===== src/rtl/core/sit_pkg.sv =====
package sit_pkg;

   // Widths of the request and response fields as seen on the ports.
   localparam int OP_W        = 3;
   localparam int ID_PORT_W   = 16;
   localparam int HANDLE_W    = 16;
   localparam int SLOT_PORT_W = 8;
   localparam int STATUS_W    = 2;

   // Defaults for the top level parameters.
   localparam int SLOTS_DEFAULT   = 16;
   localparam int ID_BITS_DEFAULT = 16;
   localparam int ENTRY_W_DEFAULT = ID_BITS_DEFAULT + HANDLE_W + 1;

   // Operation codes.
   localparam logic [OP_W-1:0] OP_ADD    = 3'd0;
   localparam logic [OP_W-1:0] OP_REMOVE = 3'd1;
   localparam logic [OP_W-1:0] OP_LOOKUP = 3'd2;
   localparam logic [OP_W-1:0] OP_MARK   = 3'd3;
   localparam logic [OP_W-1:0] OP_READ   = 3'd4;

   // Status codes.
   localparam logic [STATUS_W-1:0] STATUS_OK        = 2'd0;
   localparam logic [STATUS_W-1:0] STATUS_FULL      = 2'd1;
   localparam logic [STATUS_W-1:0] STATUS_NOT_FOUND = 2'd2;

   // Control program: step addresses.
   localparam int PC_W = 3;
   localparam logic [PC_W-1:0] STEP_FETCH  = 3'd0;
   localparam logic [PC_W-1:0] STEP_MATCH  = 3'd1;
   localparam logic [PC_W-1:0] STEP_ENCODE = 3'd2;
   localparam logic [PC_W-1:0] STEP_READ   = 3'd3;
   localparam logic [PC_W-1:0] STEP_COMMIT = 3'd4;

   // Jump conditions.
   localparam int COND_W = 3;
   localparam logic [COND_W-1:0] COND_NEVER    = 3'd0;
   localparam logic [COND_W-1:0] COND_ALWAYS   = 3'd1;
   localparam logic [COND_W-1:0] COND_NO_REQ   = 3'd2;
   localparam logic [COND_W-1:0] COND_MISS     = 3'd3;
   localparam logic [COND_W-1:0] COND_RSP_BUSY = 3'd4;

   typedef struct packed {
      logic              accept;
      logic              vec_load;
      logic              enc_load;
      logic              ram_rd;
      logic              commit;
      logic [COND_W-1:0] cond;
      logic [PC_W-1:0]   target;
      logic [PC_W-1:0]   next;
   } uword_type;

   // The control program. A step jumps to target when its condition holds,
   // otherwise it moves on to next.
   function automatic uword_type ucode_rom(input logic [PC_W-1:0] pc);
      uword_type w;
      w = '0;
      case (pc)
         STEP_FETCH: begin
            w.accept = 1'b1;
            w.cond   = COND_NO_REQ;
            w.target = STEP_FETCH;
            w.next   = STEP_MATCH;
         end
         STEP_MATCH: begin
            w.vec_load = 1'b1;
            w.cond     = COND_NEVER;
            w.target   = STEP_FETCH;
            w.next     = STEP_ENCODE;
         end
         STEP_ENCODE: begin
            w.enc_load = 1'b1;
            w.cond     = COND_MISS;
            w.target   = STEP_COMMIT;
            w.next     = STEP_READ;
         end
         STEP_READ: begin
            w.ram_rd = 1'b1;
            w.cond   = COND_NEVER;
            w.target = STEP_FETCH;
            w.next   = STEP_COMMIT;
         end
         STEP_COMMIT: begin
            w.commit = 1'b1;
            w.cond   = COND_RSP_BUSY;
            w.target = STEP_COMMIT;
            w.next   = STEP_FETCH;
         end
         default: begin
            w.cond   = COND_ALWAYS;
            w.target = STEP_FETCH;
            w.next   = STEP_FETCH;
         end
      endcase
      return w;
   endfunction

endpackage


===== src/rtl/core/sit_ram.sv =====
module sit_ram #(
   parameter int WIDTH = sit_pkg::ENTRY_W_DEFAULT,
   parameter int DEPTH = sit_pkg::SLOTS_DEFAULT
) (
   input  logic                                      clock,
   input  logic                                      wr_en,
   input  logic [((DEPTH > 1) ? $clog2(DEPTH) : 1)-1:0] wr_addr,
   input  logic [WIDTH-1:0]                          wr_data,
   input  logic                                      rd_en,
   input  logic [((DEPTH > 1) ? $clog2(DEPTH) : 1)-1:0] rd_addr,
   output logic [WIDTH-1:0]                          rd_data
);

   logic [WIDTH-1:0] mem_ff [DEPTH];
   logic [WIDTH-1:0] rd_data_ff;

   always_ff @(posedge clock) begin
      if (wr_en) begin
         mem_ff[wr_addr] <= wr_data;
      end
      if (rd_en) begin
         rd_data_ff <= mem_ff[rd_addr];
      end
   end

   assign rd_data = rd_data_ff;

endmodule


===== src/rtl/core/id_slot_table.sv =====
// The result is registered at the commit step. A request runs through the
// five-step control program (fetch, match, encode, table read, commit) on a
// hit and skips the table read on a miss or an unknown operation; commit waits
// while the previous response is held. Only one request is at work at a time.
// Reset: synchronous; clears every valid bit, the step counter and the
// result valid. Stored ids, handles and marks keep whatever they held.
module id_slot_table #(
   parameter int SLOTS   = sit_pkg::SLOTS_DEFAULT,
   parameter int ID_BITS = sit_pkg::ID_BITS_DEFAULT
) (
   input  logic                             clock,
   input  logic                             reset,
   input  logic                             req_valid,
   output logic                             req_ready,
   input  logic [sit_pkg::OP_W-1:0]         req_operation,
   input  logic [sit_pkg::ID_PORT_W-1:0]    req_client_id,
   input  logic [sit_pkg::HANDLE_W-1:0]     req_handle,
   input  logic [sit_pkg::SLOT_PORT_W-1:0]  req_slot_index,
   output logic                             rsp_valid,
   input  logic                             rsp_ready,
   output logic [sit_pkg::STATUS_W-1:0]     rsp_status,
   output logic                             rsp_found,
   output logic [sit_pkg::SLOT_PORT_W-1:0]  rsp_slot,
   output logic [sit_pkg::ID_PORT_W-1:0]    rsp_found_id,
   output logic [sit_pkg::HANDLE_W-1:0]     rsp_found_handle,
   output logic                             rsp_delete_marked
);

   localparam int SLOT_W  = (SLOTS > 1) ? $clog2(SLOTS) : 1;
   localparam int KEY_W   = (ID_BITS < sit_pkg::ID_PORT_W) ? ID_BITS : sit_pkg::ID_PORT_W;
   localparam int ENTRY_W = KEY_W + sit_pkg::HANDLE_W + 1;

   // Control
   logic [sit_pkg::PC_W-1:0] pc_ff, pc_in;
   sit_pkg::uword_type       uw;
   logic                     branch;
   logic                     req_beat;
   logic                     commit_fire;

   // Request held for the whole operation
   logic [sit_pkg::OP_W-1:0]        op_ff;
   logic [KEY_W-1:0]                key_ff;
   logic [sit_pkg::HANDLE_W-1:0]    hnd_ff;
   logic [sit_pkg::SLOT_PORT_W-1:0] idx_ff;

   // Table state kept in flops: valid bits and the ids used for matching
   logic [SLOTS-1:0] valid_ff, valid_in;
   logic [KEY_W-1:0] id_ff [SLOTS];

   // Candidate vector, lowest-set-bit encoder and the selected slot
   logic [SLOTS-1:0]  vec_ff, vec_in;
   logic [SLOTS-1:0]  lowest;
   logic [SLOT_W-1:0] enc_addr;
   logic              enc_hit;
   logic [SLOT_W-1:0] addr_ff;
   logic              hit_ff;

   // Entry store
   logic                        ram_we;
   logic [ENTRY_W-1:0]          ram_wdata;
   logic [ENTRY_W-1:0]          ram_rdata;
   logic [KEY_W-1:0]            rd_id;
   logic [sit_pkg::HANDLE_W-1:0] rd_hnd;
   logic                        rd_mark;

   // Response register
   logic                             rsp_valid_ff, rsp_valid_in;
   logic [sit_pkg::STATUS_W-1:0]     status_ff, status_in;
   logic                             found_ff, found_in;
   logic [sit_pkg::SLOT_PORT_W-1:0]  slot_ff, slot_in;
   logic [sit_pkg::ID_PORT_W-1:0]    found_id_ff, found_id_in;
   logic [sit_pkg::HANDLE_W-1:0]     found_hnd_ff, found_hnd_in;
   logic                             mark_ff, mark_in;

   assign uw        = sit_pkg::ucode_rom(pc_ff);
   assign req_ready = uw.accept;
   assign req_beat  = req_valid && req_ready;

   always_comb begin
      case (uw.cond)
         sit_pkg::COND_NEVER:    branch = 1'b0;
         sit_pkg::COND_ALWAYS:   branch = 1'b1;
         sit_pkg::COND_NO_REQ:   branch = !req_valid;
         sit_pkg::COND_MISS:     branch = !enc_hit;
         sit_pkg::COND_RSP_BUSY: branch = rsp_valid_ff && !rsp_ready;
         default:                branch = 1'b0;
      endcase
      pc_in = branch ? uw.target : uw.next;
   end

   // The commit step only completes once the response register is free.
   assign commit_fire = uw.commit && !(rsp_valid_ff && !rsp_ready);

   // Every slot is tested in parallel against the held request.
   always_comb begin
      for (int i = 0; i < SLOTS; i++) begin
         case (op_ff)
            sit_pkg::OP_ADD:    vec_in[i] = !valid_ff[i];
            sit_pkg::OP_REMOVE,
            sit_pkg::OP_LOOKUP,
            sit_pkg::OP_MARK:   vec_in[i] = valid_ff[i] && (id_ff[i] == key_ff);
            sit_pkg::OP_READ:   vec_in[i] = valid_ff[i] &&
                                            (idx_ff == sit_pkg::SLOT_PORT_W'(i));
            default:            vec_in[i] = 1'b0;
         endcase
      end
   end

   // Isolating the lowest set bit leaves a one-hot vector that ORs into an index.
   assign lowest  = vec_ff & (~vec_ff + SLOTS'(1));
   assign enc_hit = |vec_ff;

   always_comb begin
      enc_addr = '0;
      for (int i = 0; i < SLOTS; i++) begin
         if (lowest[i]) begin
            enc_addr = enc_addr | SLOT_W'(i);
         end
      end
   end

   assign rd_id   = ram_rdata[ENTRY_W-1 -: KEY_W];
   assign rd_hnd  = ram_rdata[sit_pkg::HANDLE_W:1];
   assign rd_mark = ram_rdata[0];

   assign ram_we    = commit_fire && hit_ff &&
                      ((op_ff == sit_pkg::OP_ADD) || (op_ff == sit_pkg::OP_MARK));
   assign ram_wdata = (op_ff == sit_pkg::OP_ADD) ? {key_ff, hnd_ff, 1'b0}
                                                 : {rd_id, rd_hnd, 1'b1};

   always_comb begin
      valid_in = valid_ff;
      if (commit_fire && hit_ff) begin
         if (op_ff == sit_pkg::OP_ADD) begin
            valid_in[addr_ff] = 1'b1;
         end else if (op_ff == sit_pkg::OP_REMOVE) begin
            valid_in[addr_ff] = 1'b0;
         end
      end
   end

   always_comb begin
      status_in    = sit_pkg::STATUS_OK;
      found_in     = 1'b0;
      slot_in      = '0;
      found_id_in  = '0;
      found_hnd_in = '0;
      mark_in      = 1'b0;
      if (!hit_ff && (op_ff == sit_pkg::OP_ADD)) begin
         status_in = sit_pkg::STATUS_FULL;
      end else if (!hit_ff && (op_ff == sit_pkg::OP_REMOVE)) begin
         status_in = sit_pkg::STATUS_NOT_FOUND;
      end
      if (hit_ff) begin
         slot_in = sit_pkg::SLOT_PORT_W'(addr_ff);
         if (op_ff != sit_pkg::OP_ADD) begin
            found_in     = 1'b1;
            found_id_in  = sit_pkg::ID_PORT_W'(rd_id);
            found_hnd_in = rd_hnd;
            mark_in      = (op_ff == sit_pkg::OP_MARK) ? 1'b1 : rd_mark;
         end
      end
   end

   always_comb begin
      rsp_valid_in = rsp_valid_ff;
      if (commit_fire) begin
         rsp_valid_in = 1'b1;
      end else if (rsp_ready) begin
         rsp_valid_in = 1'b0;
      end
   end

   always_ff @(posedge clock) begin
      if (reset) begin
         pc_ff        <= sit_pkg::STEP_FETCH;
         valid_ff     <= '0;
         rsp_valid_ff <= 1'b0;
      end else begin
         pc_ff        <= pc_in;
         valid_ff     <= valid_in;
         rsp_valid_ff <= rsp_valid_in;
      end
   end

   always_ff @(posedge clock) begin
      if (req_beat) begin
         op_ff  <= req_operation;
         key_ff <= req_client_id[KEY_W-1:0];
         hnd_ff <= req_handle;
         idx_ff <= req_slot_index;
      end
      if (uw.vec_load) begin
         vec_ff <= vec_in;
      end
      if (uw.enc_load) begin
         addr_ff <= enc_addr;
         hit_ff  <= enc_hit;
      end
      if (commit_fire && hit_ff && (op_ff == sit_pkg::OP_ADD)) begin
         id_ff[addr_ff] <= key_ff;
      end
      if (commit_fire) begin
         status_ff    <= status_in;
         found_ff     <= found_in;
         slot_ff      <= slot_in;
         found_id_ff  <= found_id_in;
         found_hnd_ff <= found_hnd_in;
         mark_ff      <= mark_in;
      end
   end

   sit_ram #(
      .WIDTH (ENTRY_W),
      .DEPTH (SLOTS)
   ) u_entry_ram (
      .clock   (clock),
      .wr_en   (ram_we),
      .wr_addr (addr_ff),
      .wr_data (ram_wdata),
      .rd_en   (uw.ram_rd),
      .rd_addr (addr_ff),
      .rd_data (ram_rdata)
   );

   assign rsp_valid         = rsp_valid_ff;
   assign rsp_status        = status_ff;
   assign rsp_found         = found_ff;
   assign rsp_slot          = slot_ff;
   assign rsp_found_id      = found_id_ff;
   assign rsp_found_handle  = found_hnd_ff;
   assign rsp_delete_marked = mark_ff;

endmodule


===== config.mk =====
export PLATFORM = sky130hd
export DESIGN_NAME = id_slot_table
export DESIGN_NICKNAME = d
export VERILOG_FILES = /design/src/rtl/core/sit_pkg.sv /design/src/rtl/core/sit_ram.sv /design/src/rtl/core/id_slot_table.sv
export SDC_FILE = /design/constraint.sdc
export NUM_CORES = 1
export LEC_CHECK = 0
export BUFFER_PORTS_ARGS = -buffer_cell sky130_fd_sc_hd__buf_2
export CAP_MARGIN = 15
export CORE_MARGIN = 4
export CORE_UTILIZATION = 40
export DETAILED_ROUTE_END_ITERATION = 10
export PLACE_DENSITY_LB_ADDON = 0.3
export SLEW_MARGIN = 5
export SYNTH_ARGS = -nofsm -noshare
export SYNTH_HDL_FRONTEND = slang
export SYNTH_SLANG_ARGS = --single-unit

===== constraint.sdc =====
create_clock -name clock -period 6 [get_ports clock]
set_input_delay 0.6 -clock clock [delete_from_list [all_inputs] [get_ports clock]]
set_output_delay 0.6 -clock clock [all_outputs]
set_load 0.01 [all_outputs]

== After elaboration in Yosys (flattened, before gate mapping) ==
Memories as Yosys holds them, arrays and structs flattened. A register that Yosys moved wholly into a read port is not among the register bits.
Index checks and enable logic that the tools add are counted.
W data, S select, Z words.

* Register bits: 128
* RAM bits: 784
* Bits of input ports: 47
* Output and inout port bits: 46
* Memories: 2

* $add $sub $neg: 1
* Magnitude comparators: 2
* Eq/ne operators: 43
* Muxes and demuxes: 49
* Bitwise gates (word level): 5
* Reductions and logical operators: 76

{| class="wikitable"
|+ Memory list
! name !! words !! width !! rd ports !! clocked after memory_dff !! write ports !! RTL line !! source
|-
| u_entry_ram.mem_ff || 16 || 33 || 1 || 1 || 1 || sit_ram.sv:14 || <nowiki>logic [WIDTH-1:0] mem_ff [DEPTH];</nowiki>
|-
| id_ff || 16 || 16 || 16 || 0 || 1 || id_slot_table.sv:48 || <nowiki>logic [KEY_W-1:0] id_ff [SLOTS];</nowiki>
|}

{| class="wikitable"
|+ Operators with widths
! kind !! number
|-
| $eq A16 B16 Y1 || 16
|-
| $eq A8 B4 Y1 const B || 8
|-
| $pmux W1 S3 || 16
|-
| $pmux W9 S5 || 1
|-
| $logic_and A1 B1 Y1 || 41
|-
| $mux W33 || 1
|-
| $and A16 B16 Y16 || 2
|-
| $eq A8 B3 Y1 const B || 4
|-
| $mux W16 || 2
|-
| $not A16 Y16 || 2
|-
| $logic_not A1 Y1 || 21
|-
| $eq A3 B2 Y1 const B || 6
|-
| $mux W1 || 17
|-
| $add A16 B1 Y16 const B || 1
|-
| $eq A8 B2 Y1 const B || 2
|-
| $or A16 B16 Y16 || 1
|-
| $reduce_or A16 Y1 || 1
|-
| $mux W3 || 5
|-
| $mux W2 || 5
|-
| $eq A3 B1 Y1 const B || 3
|-
| $eq A3 B3 Y1 const B || 3
|-
| $eq A8 B1 Y1 const B || 1
|-
| $logic_not A8 Y1 || 1
|-
| $reduce_or A8 Y1 || 1
|-
| other kinds (12) || 15
|}

== Depth between registers and ports, before layout ==
Gate-level depths: netlist of the first run.

* Word-level depth: 14
* Gate-level depth with buffers: 8
* Gate-level depth less buffers: 6

== Modules after synthesis ==
From an unflattened synthesis of the first run, not the netlist that was laid out.

* Cell total of the unflattened synthesis: 2007
* Area total of the unflattened synthesis: 37104.3 µm²

{| class="wikitable"
|+ Modules (own cells, without submodules)
! module !! instances !! cells each !! area an instance (µm²)
|-
| sit_ram || 1 || 864 || 20961.4
|-
| id_slot_table || 1 || 1143 || 16143.0
|}

== Worst setup path after synthesis of the first run ==
OpenSTA, ideal clock, no wires.

* Kind: flip-flop to flip-flop
* Start point: reg pc_ff[2] in the netlist's numbering
* End point: mem u_entry_ram.mem_ff[7][0] in the netlist's numbering, enable pin
* Library setup time: 423 ps
* Arrival time: 4100 ps
* Setup slack: 1477 ps
* Cell stages (with the launch flop): 7
* Buffers on the path: 2
* Period minus slack after synthesis: 4523 ps
* Cells stage by stage: dfxtp_1 -> buf_2 -> or3b_1 -> nor2b_2 -> nand3_1 -> buf_2 -> nor2_1

* Word-level cells in the longest chain between the ends: 7

{| class="wikitable"
|+ RTL lines
! what !! RTL line !! source
|-
| from (decl) || id_slot_table.sv:34 || <nowiki>logic [sit_pkg::PC_W-1:0] pc_ff, pc_in;</nowiki>
|-
| from (signal assigned) || id_slot_table.sv:176 || <nowiki>pc_ff <= sit_pkg::STEP_FETCH;</nowiki>
|-
| from (signal assigned) || id_slot_table.sv:180 || <nowiki>pc_ff <= pc_in;</nowiki>
|-
| $eq A3 B3 Y1 || sit_pkg.sv:59 || <nowiki>case (pc)</nowiki>
|-
| $mux W1 || sit_pkg.sv:59 ||
|-
| $logic_and A1 B1 Y1 || id_slot_table.sv:92 || <nowiki>assign commit_fire = uw.commit && !(rsp_valid_ff && !rsp_ready);</nowiki>
|-
| via commit_fire || id_slot_table.sv:38 || <nowiki>logic commit_fire;</nowiki>
|-
| $logic_and A1 B1 Y1 (2 in a row) || id_slot_table.sv:126 || <nowiki>assign ram_we = commit_fire && hit_ff &&</nowiki>
|-
| $mux W1 || sit_ram.sv:18 || <nowiki>if (wr_en) begin</nowiki>
|-
| $mux W1 (implied by the code) || sit_ram.sv:19 || <nowiki>mem_ff[wr_addr] <= wr_data;</nowiki>
|-
| to (decl) || sit_ram.sv:14 ||
|}

The timed path passes the listed nets, and every way through them passes these cells.

== Worst setup path in the final report of the first run ==
* Start point: reg pc_ff[2] in the netlist's numbering
* End point: mem id_ff[12][10] in the netlist's numbering, enable pin

* Word-level cells in the longest chain between the ends: 7

{| class="wikitable"
|+ RTL lines
! what !! RTL line !! source
|-
| $eq A3 B3 Y1 || sit_pkg.sv:59 ||
|-
| $mux W1 || sit_pkg.sv:59 ||
|-
| $logic_and A1 B1 Y1 || id_slot_table.sv:92 ||
|-
| via commit_fire || id_slot_table.sv:38 ||
|-
| $logic_and A1 B1 Y1 (2 in a row) || id_slot_table.sv:200 || <nowiki>if (commit_fire && hit_ff && (op_ff == sit_pkg::OP_ADD)) begin</nowiki>
|-
| $mux W1 || id_slot_table.sv:200 ||
|-
| $mux W1 (implied by the code) || id_slot_table.sv:201 || <nowiki>id_ff[addr_ff] <= key_ff;</nowiki>
|-
| to (decl) || id_slot_table.sv:48 ||
|}

The timed path passes the listed nets, and every way through them passes these cells.

==> flow_metrics.py, run 1 <==
metrics = {
    "clock_network": {
        "tritoncts": "yes",
        "cts_sinks": 941,
        "cts_resized": 0,
        "htree_levels": 3,
        "insertion_delay_ps": 650,
        "cts-root-buf": "clkbuf_16",
        "hold_buffers": 0,
        "cts_setup_buffers": 0,
        "clk_path_buf_depth": 3,
        "cts_buffers": 94,
        "clk_pin_slew_worst_paths_ps": 60,
    },
    "global_route": {
        "use_met1_pct": 24.56,
        "grt_pass1_wl_mm": 124.3,
        "use_met2_pct": 27.66,
        "grt_use_total_pct": 17.17,
        "grt_max_degree": 90,
        "grt_pass1_vias": 18110,
        "antenna_found_initial": 0,
        "grt-ovfl-total": 0,
        "grt.busiest_layer": "met2",
        "grt_use_met3_pct": 3.006,
    },
    "sta": {
        "rsz0062_at_grt": "no",
        "final-max-slew-violation-count": 0,
        "fin_ws_ps": 2569,
        "timing.fmax_mhz": 291.5,
        "worst_pin_slew_ps": 1152,
        "period_needed_ps": 3431,
        "skew_ps": 25.58,
        "finalSetupTns_ps": 0,
        "hold_violations": 0,
        "min_period_over_period_pct": 57.18,
        "finalSetupViolCount": 0,
        "max_slew_margin_pct": 22.42,
    },
    "die": {
        "die_w_um": 311.7,
        "ioPinCount": 93,
        "start_util_pct": 40.26,
        "std_cell_rows": 111,
        "core_um2": 91660,
        "die_h_um": 311.7,
        "dieArea_um2": 97180,
    },
    "route": {
        "num_vias": 18110,
        "viasPerCell": 5.469,
        "dr.pass1.iters": 6,
        "drt_iter0_markers": 1726,
        "ant_nets": 0,
        "wire_per_inst_um": 25.50,
        "finalWirelength_mm": 84.42,
        "drcViolationCount": 0,
    },
    "final_layout": {
        "nets": 2094,
        "multiInputGateArea_um2": 8367,
        "nFillCells": 7628,
        "diodes": 0,
        "finish.utilization_pct": 46.10,
        "final_area_um2": 42260,
        "ff_latch_area_um2": 28060,
        "drive_gt1_share_pct": 22.31,
        "synthToLayoutAreaGrowth_pct": 14.51,
    },
    "synthesis": {
        "ys_seq_area_share_pct": 76.03,
        "synth_edf_count": 921,
        "synth_ff_type": "edfxtp_1",
        "synth_cell_types": 44,
        "synth_top_area_cell": "edfxtp_1",
        "syn-cell-area_um2": 36900,
        "synth_area_leaders": "edfxtp_1 75%, mux4_2 10%, xnor2_1 4.4%",
        "syn_avg_cell_area_um2": 19.23,
        "yosys_warnings": 0,
        "ys_async_sr_fraction_pct": 0,
        "synthCells": 1919,
        "ys_ff_latch": 941,
        "synth_top_area_share_pct": 74.94,
    },
    "power_and_ir_drop": {
        "peakVddDrop_uv": 236.7,
        "power_leakage_nw": 13.34,
        "power_density_nw_per_um2": 329.5,
        "finalPower_w": 0.01392,
    },
    "setup_path": {
        "cp_max_fo": 43,
        "cp.required_ps": 6260,
        "r2r_slack_ps": 2570,
        "critPathCaptureType": "register",
        "arrival_ps": 3690,
        "critical_path.startpoint_type": "register",
        "worstSetupPathType": "reg2reg",
    },
    "placement": {
        "io_buffers": 88,
        "place_congestion": 0.7983,
        "place_ws_ps": 2344,
        "place_hpwl_mm": 50.83,
        "dpl-instance-area_um2": 38910,
    },
    "job": {
        "max_cap_violations": 0,
    },
    "outcome": {
        "status": "finished clean",
    },
    "worst_hold_path": {
        "hp-class": "in2reg",
    },
}
## flip-flops by register name, summed over array words and instances, names as in the netlist, 2 cells and up, named ones only
| register | count |
|---|---|
| addr_ff | 4 |
| hnd_ff | 16 |
| id_ff | 256 |
| idx_ff | 8 |
| key_ff | 16 |
| op_ff | 3 |
| pc_ff | 3 |
| rsp_found_handle | 16 |
| rsp_found_id | 16 |
| rsp_slot | 4 |
| rsp_status | 2 |
| u_entry_ram.mem_ff | 528 |
| u_entry_ram.rd_data | 33 |
| vec_ff | 16 |
## synthesized netlist by cell type, drive strengths merged (22+ instances only)
library cell / number
nor3: 22
and3: 33
nand3: 37
mux4: 165
xor2: 73
nand2: 106
nor2: 36
o21ai: 22
nand4: 60
buf: 55
nor4: 26
inv: 26
clkbuf: 52
edfxtp: 921
xnor2: 184
## placed cells by master, fill, tap and decap left out, drive strengths merged, types with 4 or more instances in the layout
cell type / count
nand2: 106
nor2: 36
and2: 8
or4: 4
clkinv: 46
nand3: 37
clkbuf: 110
inv: 26
and3: 33
xnor2: 184
edfxtp: 921
dfxtp: 20
buf: 136
or2: 9
nor3: 22
nand4: 60
o211ai: 14
o21ai: 22
nor4: 26
nor2b: 8
bufinv: 12
mux4: 165
xor2: 73
clkinvlp: 6
conb: 4
a21oi: 21
## cells by family after synthesis
group           synth area share (%)
flops                          76.03
simple gates                   4.977
xor+xnor                       6.099
mux                            10.10
buf+inv                        1.733
compound gates                 1.058
other cells                  0.01016
## layer usage
metal,vias to the layer above,part of all wire [%]
met5,-,0
met3,103,6.6
met4,0,1.9
met2,610,48
li1,7798,-
met1,9598,43
## stage by stage
| stage | std cells | hold WS [ps] |
|---|---|---|
| after detailed placement | 3131 | 511.0 |
| after global placement | 3121 | 505.6 |
| final | 3311 | 125.6 |
| after global routing | 3311 | 88.66 |
| after CTS | 3305 | 86.32 |
| after floorplan | 1922 | 480.6 |
## path summary, 6_finish.rpt
check,start,endpoint,cells past startpoint
worst max-delay path,pc_ff[2]$_SDFF_PP0_,id_ff[12][10]$_DFFE_PP_,6
worst min-delay path,req_handle[13],hnd_ff[13]$_DFFE_PP_,1
worst max register to register,pc_ff[2]$_SDFF_PP0_,id_ff[12][10]$_DFFE_PP_,6
worst min register to register,register,register,2
## critical path: stages, from the launching register on
cell	delay, ps
dfxtp_1	480
or3b_1	480
nor2b_4	230
buf_4	560
nand3_1	400
or2_1	370
inv_1	470
## power breakdown
part / internal [W] / switching (W)
registers: 0.00728 / 0.0000278
logic: 0.000230 / 0.000420
clock network: 0.00348 / 0.00248
total: 0.0110 / 0.00293
## area by class of cell
| cell class | instances | area share [%] |
|---|---|---|
| multi-input cells | 848 | 19.80 |
| clock buffers | 110 | 5.827 |
| inverters | 26 | 0.2339 |
| flip-flops and latches | 941 | 66.39 |
| repair buffers | 136 | 2.505 |
| clock inverters | 64 | 1.729 |
| well taps | 1186 | 3.512 |
No activity file was read; power rests on OpenSTA's default activity.
==> run 2: changes to the inputs <==
==> constraint.sdc (replaced) <==
create_clock -name clock -period 3.1 [get_ports clock]
set_input_delay 0.31 -clock clock [delete_from_list [all_inputs] [get_ports clock]]
set_output_delay 0.31 -clock clock [all_outputs]
set_load 0.01 [all_outputs]
==> run 2 against run 1 <==
Compared with the run above:
- clock skew down 1.2 ps
- design area up 2.0%
- hold slack worse by 59 ps
- die area unchanged
- setup slack worse by 2300 ps
- largest power group unchanged
- critical path depth down 3
- flip-flop and latch count unchanged
- global-route usage down 0.099 points
- sequential share of layout area down 1.3 points
- highest routed layer unchanged
==> flow_metrics.py, run 2 (synthesis results as in run 1) <==
metrics = {
    "outcome": {
        "status": "finished clean",
    },
    "power_and_ir_drop": {
        "pwr-share-clk_pct": 43.1,
        "p_sw_w": 0.005587,
        "p_comb_share_pct": 4.7,
        "peakVddDrop_uv": 408.4,
        "power_density_nw_per_um2": 630.1,
        "switching_share_pct": 20.57,
        "seqPwrFrac_pct": 52.2,
        "internal_power_w": 0.02157,
        "power_leakage_nw": 13.76,
    },
    "placement": {
        "io_buffers": 88,
        "place_hpwl_mm": 45.72,
        "dpl-instance-area_um2": 39440,
        "place_congestion": 0.8352,
    },
    "sta": {
        "min_period_over_period_pct": 92.78,
        "timing.fmax_mhz": 347.7,
        "skew_ps": 24.42,
        "rsz0062_at_grt": "no",
        "final-max-slew-violation-count": 0,
        "period_needed_ps": 2876,
        "max_slew_margin_pct": 32.35,
        "worst_pin_slew_ps": 1015,
        "finalSetupViolCount": 0,
        "hold_violations": 0,
        "whs_ps": 67.01,
    },
    "die": {
        "dieArea_um2": 97180,
        "ioPinCount": 93,
        "die_w_um": 311.7,
        "core_um2": 91660,
        "std_cell_rows": 111,
        "die_h_um": 311.7,
        "start_util_pct": 40.26,
    },
    "global_route": {
        "grt-ovfl-total": 0,
        "grt_pass1_wl_mm": 124.0,
        "grt_use_total_pct": 17.07,
        "grt_pass1_vias": 18900,
        "grt_max_degree": 61,
        "antenna_found_initial": 1,
    },
    "setup_path": {
        "worstSetupPathType": "reg2reg",
        "worst_path_max_delay_cell": "edfxtp_1",
        "r2r_slack_ps": 220,
        "r2r-end": "id_ff[12][13]$_DFFE_PP_",
        "critPathCaptureType": "register",
        "worstPathCellList": "nand3_1, or2_1, inv_1",
        "r2r_cells": 3,
        "arrival_ps": 3140,
        "r2r_start": "hit_ff$_DFFE_PP_",
        "max_stage_delay_ps": 1020,
        "critical_path.startpoint_type": "register",
        "cp.required_ps": 3370,
        "cp_max_fo": 18,
    },
    "final_layout": {
        "diodes": 0,
        "layout_common_cells": "921 x edfxtp_1, 184 x xnor2_1, 165 x mux4_2",
        "drive_gt1_share_pct": 22.90,
        "layout_commonest_cell": "edfxtp_1",
        "final_area_um2": 43100,
        "largest_register_ffs": 528,
        "synthToLayoutAreaGrowth_pct": 16.79,
        "nFillCells": 7596,
        "nets": 2176,
        "regMostFlops": "u_entry_ram.mem_ff",
    },
    "worst_hold_path": {
        "hp-class": "in2reg",
        "min_path_cells": 3,
        "hold_start": "req_valid",
        "holdPathEnd": "pc_ff[0]$_SDFF_PP0_",
    },
    "job": {
        "max_cap_violations": 0,
    },
    "route": {
        "drt_iter0_markers": 1841,
        "dr.pass1.iters": 5,
        "wire_per_inst_um": 24.47,
        "ant_nets": 0,
        "viasPerCell": 5.383,
        "drcViolationCount": 0,
        "finalWirelength_mm": 83.11,
        "num_vias": 18280,
    },
    "clock_network": {
        "htree_levels": 3,
        "cts_sinks": 941,
        "insertion_delay_ps": 650,
        "clk_path_buf_depth": 3,
        "hold_buffers": 43,
        "cts_buffers": 97,
        "cts_setup_buffers": 0,
        "clk_pin_slew_worst_paths_ps": 60,
        "tritoncts": "yes",
        "cts_resized": 0,
        "cts-root-buf": "clkbuf_16",
    },
}
==> run 2: changes by cell type in the layout (fill, tap and decap cells not counted), moves of 3 or more <==
cell           before  now
dlygate4sd3_1       0   43
buf_4              31   56
buf_12             11   28
clkbuf_1           11   26
buf_16              6    0
clkinv_1           18   13
clkbuf_16          94   98
clkbuf_8            5    1
clkinvlp_4          6    3
==> run 2: layer usage <==
| metal | vias up | wire [µm] | GRT usage [%] |
|---|---|---|---|
| met5 | - | 0 | 0 |
| met3 | 151 | 4937 | 3.259 |
| met1 | 9565 | 35310 | 23.29 |
| met2 | 596 | 40390 | 27.96 |
| met4 | 0 | 2475 | 5.399 |
| li1 | 7968 | - | - |
==> run 2: worst max-delay path: cells and delay by family (launching register included) <==
| family | cells | cell delay (ps) |
|---|---|---|
| buf+inv | 1 | 480 |
| simple gates | 2 | 990 |
| flops | 1 | 1020 |
==> run 2: stage by stage <==
stage | worst slack [ps] | setup TNS, ps | std cells | util [%] | total power, W
global route | 102.0 | 0 | 3396 | 47.02 | 0.02809
detailed placement | 317.0 | 0 | 3173 | 43.03 | 0.01569
floorplan | -72.79 | -14670 | 1922 | - | 0.01525
finish | 223.7 | 0 | 3396 | 47.02 | 0.02716
global placement | 386.6 | 0 | 3173 | 43.03 | 0.01565
CTS | 295.3 | 0 | 3396 | 47.02 | 0.02741
==> run 2: final cells by class <==
class                   count  area, µm²  share of cell area [%]
flip-flops and latches    941      28060                   65.10
multi-input cells         848       8381                   19.44
clock buffers             125       2564                   5.948
repair buffers            215       1852                   4.296
well taps                1186       1484                   3.443
clock inverters            55      664.4                   1.541
inverters                  26      98.84                  0.2293
==> run 2: how the worst max path moves through the flow <==
stage | end | slack [ps] | depth (start not counted) | from
2_1_floorplan | u_entry_ram.mem_ff[11][0]$_DFFE_PP_ | -70 | 5 | pc_ff[2]$_SDFF_PP0_
3_3_place_gp | id_ff[15][5]$_DFFE_PP_ | 390 | 3 | hit_ff$_DFFE_PP_
3_5_place_dp | id_ff[15][13]$_DFFE_PP_ | 320 | 5 | pc_ff[2]$_SDFF_PP0_
4_1_cts | id_ff[15][2]$_DFFE_PP_ | 300 | 5 | pc_ff[2]$_SDFF_PP0_
5_1_grt | register | 100 | 6 | pc_ff[2]$_SDFF_PP0_
6_report | id_ff[12][13]$_DFFE_PP_ | 220 | 3 | hit_ff$_DFFE_PP_
==> run 2: power by group through the flow <==
stage / registers (W) / clock network [W] / logic [W]
after floorplan: 0.0144 / 0 / 0.000821
after detailed placement: 0.0144 / 0 / 0.00124
after global placement: 0.0144 / 0 / 0.00120
after global routing: 0.0142 / 0.0125 / 0.00138
final: 0.0142 / 0.0117 / 0.00127
after CTS: 0.0142 / 0.0119 / 0.00129
